===== src/hdl/slr_pkg.sv =====
// ----------------------------------------------------------------------------
// slr_pkg
// Types and constants shared by the stream literal replace unit.
// ----------------------------------------------------------------------------
package slr_pkg;

    localparam int BYTE_W      = 8;
    localparam int WORD_W      = 64;
    localparam int LEN_W       = 4;
    localparam int CFG_INDEX_W = 2;

    typedef enum logic [CFG_INDEX_W-1:0] {
        REG_PATTERN_BYTES      = 2'd0,
        REG_PATTERN_LENGTH     = 2'd1,
        REG_REPLACEMENT_BYTES  = 2'd2,
        REG_REPLACEMENT_LENGTH = 2'd3
    } cfg_reg_t;

    typedef struct packed {
        logic [BYTE_W-1:0] text_byte;
        logic              byte_present;
        logic              end_of_text;
    } in_item_t;

    typedef struct packed {
        logic [BYTE_W-1:0] out_byte;
        logic              out_present;
        logic              last_of_run;
        logic              text_done;
    } out_item_t;

    typedef struct packed {
        logic [WORD_W-1:0] pattern_bytes;
        logic [LEN_W-1:0]  pattern_len;
        logic [WORD_W-1:0] replacement_bytes;
        logic [LEN_W-1:0]  replacement_len;
    } cfg_t;

    typedef struct packed {
        logic [WORD_W-1:0] bytes;
        logic [LEN_W-1:0]  count;
        logic              present;
        logic              done;
    } run_t;

endpackage


===== src/hdl/slr_config.sv =====
// ----------------------------------------------------------------------------
// slr_config
// Configuration registers with clamped effective lengths.
// ----------------------------------------------------------------------------
module slr_config #(
    parameter int MAX_PATTERN_BYTES     = 8,
    parameter int MAX_REPLACEMENT_BYTES = 8
) (
    input  logic                             clk,
    input  logic                             rst_n,
    input  logic                             cfg_we,
    input  logic [slr_pkg::CFG_INDEX_W-1:0]  cfg_index,
    input  logic [slr_pkg::WORD_W-1:0]       cfg_wdata,
    output slr_pkg::cfg_t                    cfg,
    output logic                             clear_window
);

    logic [slr_pkg::WORD_W-1:0] pattern_bytes_reg;
    logic [slr_pkg::WORD_W-1:0] pattern_bytes_next;
    logic [slr_pkg::LEN_W-1:0]  pattern_len_reg;
    logic [slr_pkg::LEN_W-1:0]  pattern_len_next;
    logic [slr_pkg::WORD_W-1:0] replacement_bytes_reg;
    logic [slr_pkg::WORD_W-1:0] replacement_bytes_next;
    logic [slr_pkg::LEN_W-1:0]  replacement_len_reg;
    logic [slr_pkg::LEN_W-1:0]  replacement_len_next;

    always_comb
    begin
        pattern_bytes_next     = pattern_bytes_reg;
        pattern_len_next       = pattern_len_reg;
        replacement_bytes_next = replacement_bytes_reg;
        replacement_len_next   = replacement_len_reg;
        clear_window           = 1'b0;
        if (cfg_we)
        begin
            unique case (slr_pkg::cfg_reg_t'(cfg_index))
                slr_pkg::REG_PATTERN_BYTES:
                    pattern_bytes_next = cfg_wdata;
                slr_pkg::REG_PATTERN_LENGTH:
                begin
                    pattern_len_next = cfg_wdata[slr_pkg::LEN_W-1:0];
                    clear_window     = 1'b1;
                end
                slr_pkg::REG_REPLACEMENT_BYTES:
                    replacement_bytes_next = cfg_wdata;
                slr_pkg::REG_REPLACEMENT_LENGTH:
                    replacement_len_next = cfg_wdata[slr_pkg::LEN_W-1:0];
                default:
                    clear_window = 1'b0;
            endcase
        end
    end

    always_ff @(posedge clk or negedge rst_n)
    begin
        if (!rst_n)
        begin
            pattern_bytes_reg     <= '0;
            pattern_len_reg       <= slr_pkg::LEN_W'(1);
            replacement_bytes_reg <= '0;
            replacement_len_reg   <= '0;
        end
        else
        begin
            pattern_bytes_reg     <= pattern_bytes_next;
            pattern_len_reg       <= pattern_len_next;
            replacement_bytes_reg <= replacement_bytes_next;
            replacement_len_reg   <= replacement_len_next;
        end
    end

    // effective lengths
    always_comb
    begin
        cfg.pattern_bytes     = pattern_bytes_reg;
        cfg.replacement_bytes = replacement_bytes_reg;
        if (pattern_len_reg == '0)
            cfg.pattern_len = slr_pkg::LEN_W'(1);
        else if (pattern_len_reg > slr_pkg::LEN_W'(MAX_PATTERN_BYTES))
            cfg.pattern_len = slr_pkg::LEN_W'(MAX_PATTERN_BYTES);
        else
            cfg.pattern_len = pattern_len_reg;
        if (replacement_len_reg > slr_pkg::LEN_W'(MAX_REPLACEMENT_BYTES))
            cfg.replacement_len = slr_pkg::LEN_W'(MAX_REPLACEMENT_BYTES);
        else
            cfg.replacement_len = replacement_len_reg;
    end

endmodule


===== src/hdl/slr_window.sv =====
// ----------------------------------------------------------------------------
// slr_window
// Pending byte window, pattern compare and result run assembly.
// ----------------------------------------------------------------------------
module slr_window #(
    parameter int MAX_PATTERN_BYTES = 8
) (
    input  logic              clk,
    input  logic              rst_n,
    input  slr_pkg::in_item_t item,
    input  logic              accept,
    input  slr_pkg::cfg_t     cfg,
    input  logic              clear_window,
    output slr_pkg::run_t     run
);

    localparam int BW = slr_pkg::BYTE_W;
    localparam int LW = slr_pkg::LEN_W;

    logic [BW-1:0] win_reg [MAX_PATTERN_BYTES];
    logic [BW-1:0] win_next [MAX_PATTERN_BYTES];
    logic [LW-1:0] cnt_reg;
    logic [LW-1:0] cnt_next;

    logic [BW-1:0]             new_win [MAX_PATTERN_BYTES];
    logic [LW-1:0]             cnt_inc;
    logic                      full;
    logic                      match;
    logic [slr_pkg::WORD_W-1:0] packed_win;

    always_comb
    begin
        cnt_inc = cnt_reg + {{(LW-1){1'b0}}, item.byte_present};
        for (int i = 0; i < MAX_PATTERN_BYTES; i++)
        begin
            if (item.byte_present && cnt_reg == LW'(i))
                new_win[i] = item.text_byte;
            else
                new_win[i] = win_reg[i];
        end

        full  = item.byte_present && (cnt_inc == cfg.pattern_len);
        match = full;
        for (int i = 0; i < MAX_PATTERN_BYTES; i++)
        begin
            if (LW'(i) < cfg.pattern_len && new_win[i] != cfg.pattern_bytes[BW*i +: BW])
                match = 1'b0;
        end

        packed_win = '0;
        for (int i = 0; i < MAX_PATTERN_BYTES; i++)
            packed_win[BW*i +: BW] = new_win[i];

        win_next    = new_win;
        cnt_next    = cnt_inc;
        run.bytes   = '0;
        run.count   = '0;
        run.present = 1'b1;
        run.done    = item.end_of_text;

        if (match)
        begin
            run.bytes = cfg.replacement_bytes;
            run.count = cfg.replacement_len;
            cnt_next  = '0;
        end
        else if (full)
        begin
            // no match: front byte leaves, window shifts by one; at end of text the whole window leaves
            for (int i = 0; i < MAX_PATTERN_BYTES - 1; i++)
                win_next[i] = new_win[i+1];
            cnt_next = cfg.pattern_len - LW'(1);
            if (item.end_of_text)
            begin
                run.bytes = packed_win;
                run.count = cfg.pattern_len;
            end
            else
            begin
                run.bytes[BW-1:0] = new_win[0];
                run.count         = LW'(1);
            end
        end
        else if (item.end_of_text)
        begin
            run.bytes = packed_win;
            run.count = cnt_inc;
        end

        if (item.end_of_text)
        begin
            cnt_next = '0;
            // end marker with no characters
            if (run.count == '0)
            begin
                run.count   = LW'(1);
                run.present = 1'b0;
                run.bytes   = '0;
            end
        end
    end

    always_ff @(posedge clk)
    begin
        if (accept)
            win_reg <= win_next;
    end

    always_ff @(posedge clk or negedge rst_n)
    begin
        if (!rst_n)
            cnt_reg <= '0;
        else if (clear_window)
            cnt_reg <= '0;
        else if (accept)
            cnt_reg <= cnt_next;
    end

endmodule


===== src/hdl/slr_drain.sv =====
// ----------------------------------------------------------------------------
// slr_drain
// Pending run slot and serializer that hands out one result per transaction.
// ----------------------------------------------------------------------------
module slr_drain (
    input  logic               clk,
    input  logic               rst_n,
    input  slr_pkg::run_t      run,
    input  logic               run_push,
    output logic               run_ready,
    output logic               result_valid,
    input  logic               result_ready,
    output slr_pkg::out_item_t result_item
);

    localparam int BW = slr_pkg::BYTE_W;
    localparam int LW = slr_pkg::LEN_W;

    slr_pkg::run_t              pend_reg;
    slr_pkg::run_t              pend_next;
    logic                       pend_valid_reg;
    logic                       pend_valid_next;
    logic [slr_pkg::WORD_W-1:0] bytes_reg;
    logic [slr_pkg::WORD_W-1:0] bytes_next;
    logic [LW-1:0]              left_reg;
    logic [LW-1:0]              left_next;
    logic                       present_reg;
    logic                       present_next;
    logic                       done_reg;
    logic                       done_next;

    logic cur_free;
    logic pop;
    logic load;

    assign pop      = result_valid && result_ready;
    assign cur_free = (left_reg == '0) || (left_reg == LW'(1) && result_ready);
    assign load     = pend_valid_reg && cur_free;
    assign run_ready = !pend_valid_reg || cur_free;

    always_comb
    begin
        bytes_next      = bytes_reg;
        left_next       = left_reg;
        present_next    = present_reg;
        done_next       = done_reg;
        pend_next       = pend_reg;
        pend_valid_next = pend_valid_reg;
        if (pop)
        begin
            bytes_next = bytes_reg >> BW;
            left_next  = left_reg - LW'(1);
        end
        if (load)
        begin
            bytes_next      = pend_reg.bytes;
            left_next       = pend_reg.count;
            present_next    = pend_reg.present;
            done_next       = pend_reg.done;
            pend_valid_next = 1'b0;
        end
        if (run_push)
        begin
            pend_next       = run;
            pend_valid_next = 1'b1;
        end
    end

    always_ff @(posedge clk)
    begin
        bytes_reg   <= bytes_next;
        present_reg <= present_next;
        done_reg    <= done_next;
        pend_reg    <= pend_next;
    end

    always_ff @(posedge clk or negedge rst_n)
    begin
        if (!rst_n)
        begin
            left_reg       <= '0;
            pend_valid_reg <= 1'b0;
        end
        else
        begin
            left_reg       <= left_next;
            pend_valid_reg <= pend_valid_next;
        end
    end

    assign result_valid            = (left_reg != '0);
    assign result_item.out_byte    = bytes_reg[BW-1:0];
    assign result_item.out_present = present_reg;
    assign result_item.last_of_run = (left_reg == LW'(1));
    assign result_item.text_done   = done_reg && (left_reg == LW'(1));

endmodule


===== src/hdl/stream_literal_replace_unit.sv =====
// ----------------------------------------------------------------------------
// stream_literal_replace_unit
// Streaming literal find-and-replace over a byte stream.
// ----------------------------------------------------------------------------
//  channel  | signals                               | direction
//  text     | text_valid, text_ready, text_item     | in
//  result   | result_valid, result_ready, result_item | out
//  config   | cfg_we, cfg_index, cfg_wdata          | in
//
//  an input transaction is taken when text_valid and text_ready are both high;
//  its run is registered in the pending slot, then loaded into the result
//  serializer, which offers its results at one per cycle while result_ready
//  is held high; the result serializer sets the rate; a one-run slot between
//  window and serializer takes one more run while results wait, then input
//  stalls; reset clears the window count and all valid state
// ----------------------------------------------------------------------------
module stream_literal_replace_unit #(
    parameter int MAX_PATTERN_BYTES     = 8,
    parameter int MAX_REPLACEMENT_BYTES = 8
) (
    input  logic                            clk,
    input  logic                            rst_n,
    input  logic                            text_valid,
    output logic                            text_ready,
    input  slr_pkg::in_item_t               text_item,
    output logic                            result_valid,
    input  logic                            result_ready,
    output slr_pkg::out_item_t              result_item,
    input  logic                            cfg_we,
    input  logic [slr_pkg::CFG_INDEX_W-1:0] cfg_index,
    input  logic [slr_pkg::WORD_W-1:0]      cfg_wdata
);

    slr_pkg::cfg_t cfg;
    slr_pkg::run_t run;
    logic          clear_window;
    logic          accept;
    logic          run_ready;

    assign text_ready = run_ready;
    assign accept     = text_valid && run_ready;

    slr_config #(
        .MAX_PATTERN_BYTES     (MAX_PATTERN_BYTES),
        .MAX_REPLACEMENT_BYTES (MAX_REPLACEMENT_BYTES)
    ) u_config (
        .clk          (clk),
        .rst_n        (rst_n),
        .cfg_we       (cfg_we),
        .cfg_index    (cfg_index),
        .cfg_wdata    (cfg_wdata),
        .cfg          (cfg),
        .clear_window (clear_window)
    );

    slr_window #(
        .MAX_PATTERN_BYTES (MAX_PATTERN_BYTES)
    ) u_window (
        .clk          (clk),
        .rst_n        (rst_n),
        .item         (text_item),
        .accept       (accept),
        .cfg          (cfg),
        .clear_window (clear_window),
        .run          (run)
    );

    slr_drain u_drain (
        .clk          (clk),
        .rst_n        (rst_n),
        .run          (run),
        .run_push     (accept),
        .run_ready    (run_ready),
        .result_valid (result_valid),
        .result_ready (result_ready),
        .result_item  (result_item)
    );

endmodule


===== config.mk =====
export PLATFORM = sky130hd
export DESIGN_NAME = stream_literal_replace_unit
export DESIGN_NICKNAME = d
export VERILOG_FILES = /design/src/hdl/slr_pkg.sv /design/src/hdl/slr_config.sv /design/src/hdl/slr_window.sv /design/src/hdl/slr_drain.sv /design/src/hdl/stream_literal_replace_unit.sv
export SDC_FILE = /design/constraint.sdc
export NUM_CORES = 1
export LEC_CHECK = 0
export BUFFER_PORTS_ARGS = -buffer_cell sky130_fd_sc_hd__buf_2
export CAP_MARGIN = 20
export CORE_MARGIN = 2
export CORE_UTILIZATION = 62
export CTS_CLUSTER_DIAMETER = 60
export CTS_CLUSTER_SIZE = 40
export DETAILED_ROUTE_END_ITERATION = 12
export PLACE_DENSITY_LB_ADDON = 0.1
export SYNTH_ARGS = -nofsm -noshare
export SYNTH_HDL_FRONTEND = slang
export SYNTH_HIERARCHICAL = 1
export SYNTH_SLANG_ARGS = --single-unit

===== constraint.sdc =====
create_clock -name clk -period 5.4 [get_ports clk]
set_input_delay 0.54 -clock clk [delete_from_list [all_inputs] [get_ports clk]]
set_output_delay 0.54 -clock clk [all_outputs]
set_load 0.05 [all_outputs]

==> flow_metrics.tcl <==
set metrics [dict create \
    clk_pin_slew_ns 0.09 \
    synth_seq_area_share_pct 53.0 \
    startpoint_type "register" \
    grt_max_degree 93 \
    place.gp.congestion 0.919 \
    cts.sinks 345 \
    largest_reg_flops 70 \
    post_cts_buffers 0 \
    hold_violations 0 \
    antenna_found_initial 0 \
    numPortBuffers 93 \
    avgSynthCellArea_um2 11.9 \
    vias 12800 \
    wl_per_cell_um 24.6 \
    synth_area_leaders "edfxtp_1, dfrtp_1, mux2_4" \
    die_w_um 175 \
    period_minus_slack_ns 4.47 \
    cts_tree "done" \
    dieArea_mm2 0.0307 \
    endpoint_kind "register" \
    finalWorstSetupSlack_ns 0.926 \
    io_pins 94 \
    via_per_inst 6.43 \
    synthFlopType "edfxtp_1" \
    ys_types 82 \
    tns_ns 0 \
    dr.pass1.iters 6 \
    regToRegSetupSlack_ns 0.93 \
    rows 62 \
    max_freq_ghz 0.224 \
    worstHoldPathType "in -> async" \
    synth_seq_cells 345 \
    synth_edf_count 200 \
    leakage_uw 0.00852 \
    first_global_vias 12400 \
    cap_violations 0 \
    place_ws_ns 0.821 \
    dpl.hpwl_um 33400 \
    synth_fp_nets 1613 \
    finalSetupViolations 0 \
    fin_cells 1984 \
    grt_use_total_pct 31.9 \
    synth_cells 1524 \
    async_flop_share_pct 42.0 \
    synthesis.area_mm2 0.0182 \
    crit_type "reg -> reg" \
    worst_pin_slew_ns 1.02 \
    yosysMostFrequentCell "nand2_1" \
    p_per_area_mw_per_mm2 440 \
    reg2reg_from "u_window/cnt_reg[1]" \
    hold_buffers 0 \
    grt.overflow.total 0 \
    nNetsFinal 1669 \
    post-route-period-util_pct 82.9 \
    wl_um 48700 \
    status "finished, final reports clean" \
    area_growth_pct 8.13 \
    root_buffer "clkbuf_16" \
    cts_resized 0 \
    drive_gt1_share_pct 24.7 \
    die-height_um 175 \
    slew_violations 0 \
    ir_drop_uv 321 \
    critPathMaxFanout 48 \
    rsz0062_at_grt "false" \
    required_ns 5.73 \
    h-tree-depth 1 \
    drt_iter0_drc 1531 \
    r2r_end "u_drain/pend_reg[17]" \
    drc 0 \
    antenna_cells 0 \
    slew-limit-headroom_pct 31.6 \
    core-area_mm2 0.0288 \
    rr_worst_depth 13 \
    netlist.area_leader.share_pct 33.0 \
    critPathArrivalTime_ns 4.80 \
    synthTopCellsByCount "nand2_1, edfxtp_1, dfrtp_1" \
    finClkSkew_ns 0.0340 \
    initial_utilization_pct 63.2 \
    grt_pass1_wl_um 74700 \
    dp.cells 1935 \
    netlist.top_cell.by_area "edfxtp_1" \
    insertion_delay_ns 0.57 \
    clockBufferDepth 3 \
    drtAntennaViolNets 0 \
    synth-warning-count 6 \
    cts_made_buffers 27 \
]
cell families (layout without fill, tap and decap cells):
logic type | Yosys count | count (layout) | synth area share, %
fa+ha+maj | 8 | 8 | 0.551
buf+inv | 160 | 236 | 5.50
mux | 213 | 213 | 15.5
simple gates | 526 | 526 | 13.6
compound gates | 207 | 207 | 8.75
xor+xnor | 65 | 65 | 3.13
flops | 345 | 345 | 53.0
final cells by class:
cell class	instances	area [µm²]
flip-flops and latches	345	9640
clock buffers	27	676
clock inverters	22	304
well taps	384	480
repair buffers	130	774
inverters	57	214
fillers	2142	9120
multi-input cells	1019	7570
placed cells by master, fill, tap and decap left out, types with 17 or more instances in the layout:
cell type,n
nor3_1,17
a21oi_1,51
and3_1,24
dfrtp_1,144
a31oi_1,19
edfxtp_1,200
clkbuf_16,27
nor2_1,91
buf_2,92
inv_1,55
mux2_4,121
or3_1,47
nand2_1,248
xnor2_1,39
mux2_2,21
o21ai_0,25
xor2_1,26
o221a_2,36
buf_4,35
nand3_1,28
mux2i_1,65
worst max path at each step:
stage               slack [ns]                start  depth (start not counted)              endpoint
finish                    0.93  u_window/cnt_reg[1]                         13  u_drain/pend_reg[17]
global route              0.68  u_window/cnt_reg[1]                         11  u_window/win_reg[53]
CTS                       1.02  u_window/cnt_reg[2]                         13  u_drain/pend_reg[17]
detailed placement        0.82         text_item[1]                         14  u_drain/pend_reg[17]
global placement          0.93         text_item[6]                         15  u_drain/pend_reg[17]
floorplan                 0.21  u_drain/left_reg[1]                          8   u_window/cnt_reg[1]
worst max-delay path, cell delays in order, from the launching register on:
cell and delay [ns]:
dfrtp_1 0.55, nor2b_1 0.41, nand2_1 0.34, mux2i_1 0.27, a222oi_1 0.37, nand2_1 0.13, or4_4 0.56, a21boi_2 0.22
buf_4 0.28, and2_1 0.24, mux2i_4 0.29, buf_12 0.27, clkinv_1 0.15, o21a_1 0.13
stage by stage:
step	power, µW	area, µm²	hold slack [ns]	util, %
2_1_floorplan	5750	18200	0.244	-
3_3_place_gp	6390	18700	0.407	64.9
3_5_place_dp	6460	18700	0.420	64.9
4_1_cts	8630	19700	0.0689	68.3
5_1_grt	9020	19700	0.118	68.3
6_report	8650	19700	0.0344	68.3
report_power, final:
| part | total (µW) | switching (µW) | internal (µW) |
|---|---|---|---|
| logic | 2490 | 1460 | 1030 |
| clock network | 2180 | 1120 | 1060 |
| registers | 3980 | 434 | 3550 |
| total | 8650 | 3010 | 5640 |
layer usage:
| metal | track usage [%] | vias up | share of wire (%) |
|---|---|---|---|
| li1 | - | 5593 | - |
| met1 | 47.2 | 6350 | 42 |
| met2 | 48.5 | 717 | 45 |
| met3 | 5.29 | 104 | 9.4 |
| met4 | 10.3 | 0 | 3.5 |
| met5 | 0 | - | 0 |
No activity file was read; power rests on OpenSTA's default activity.
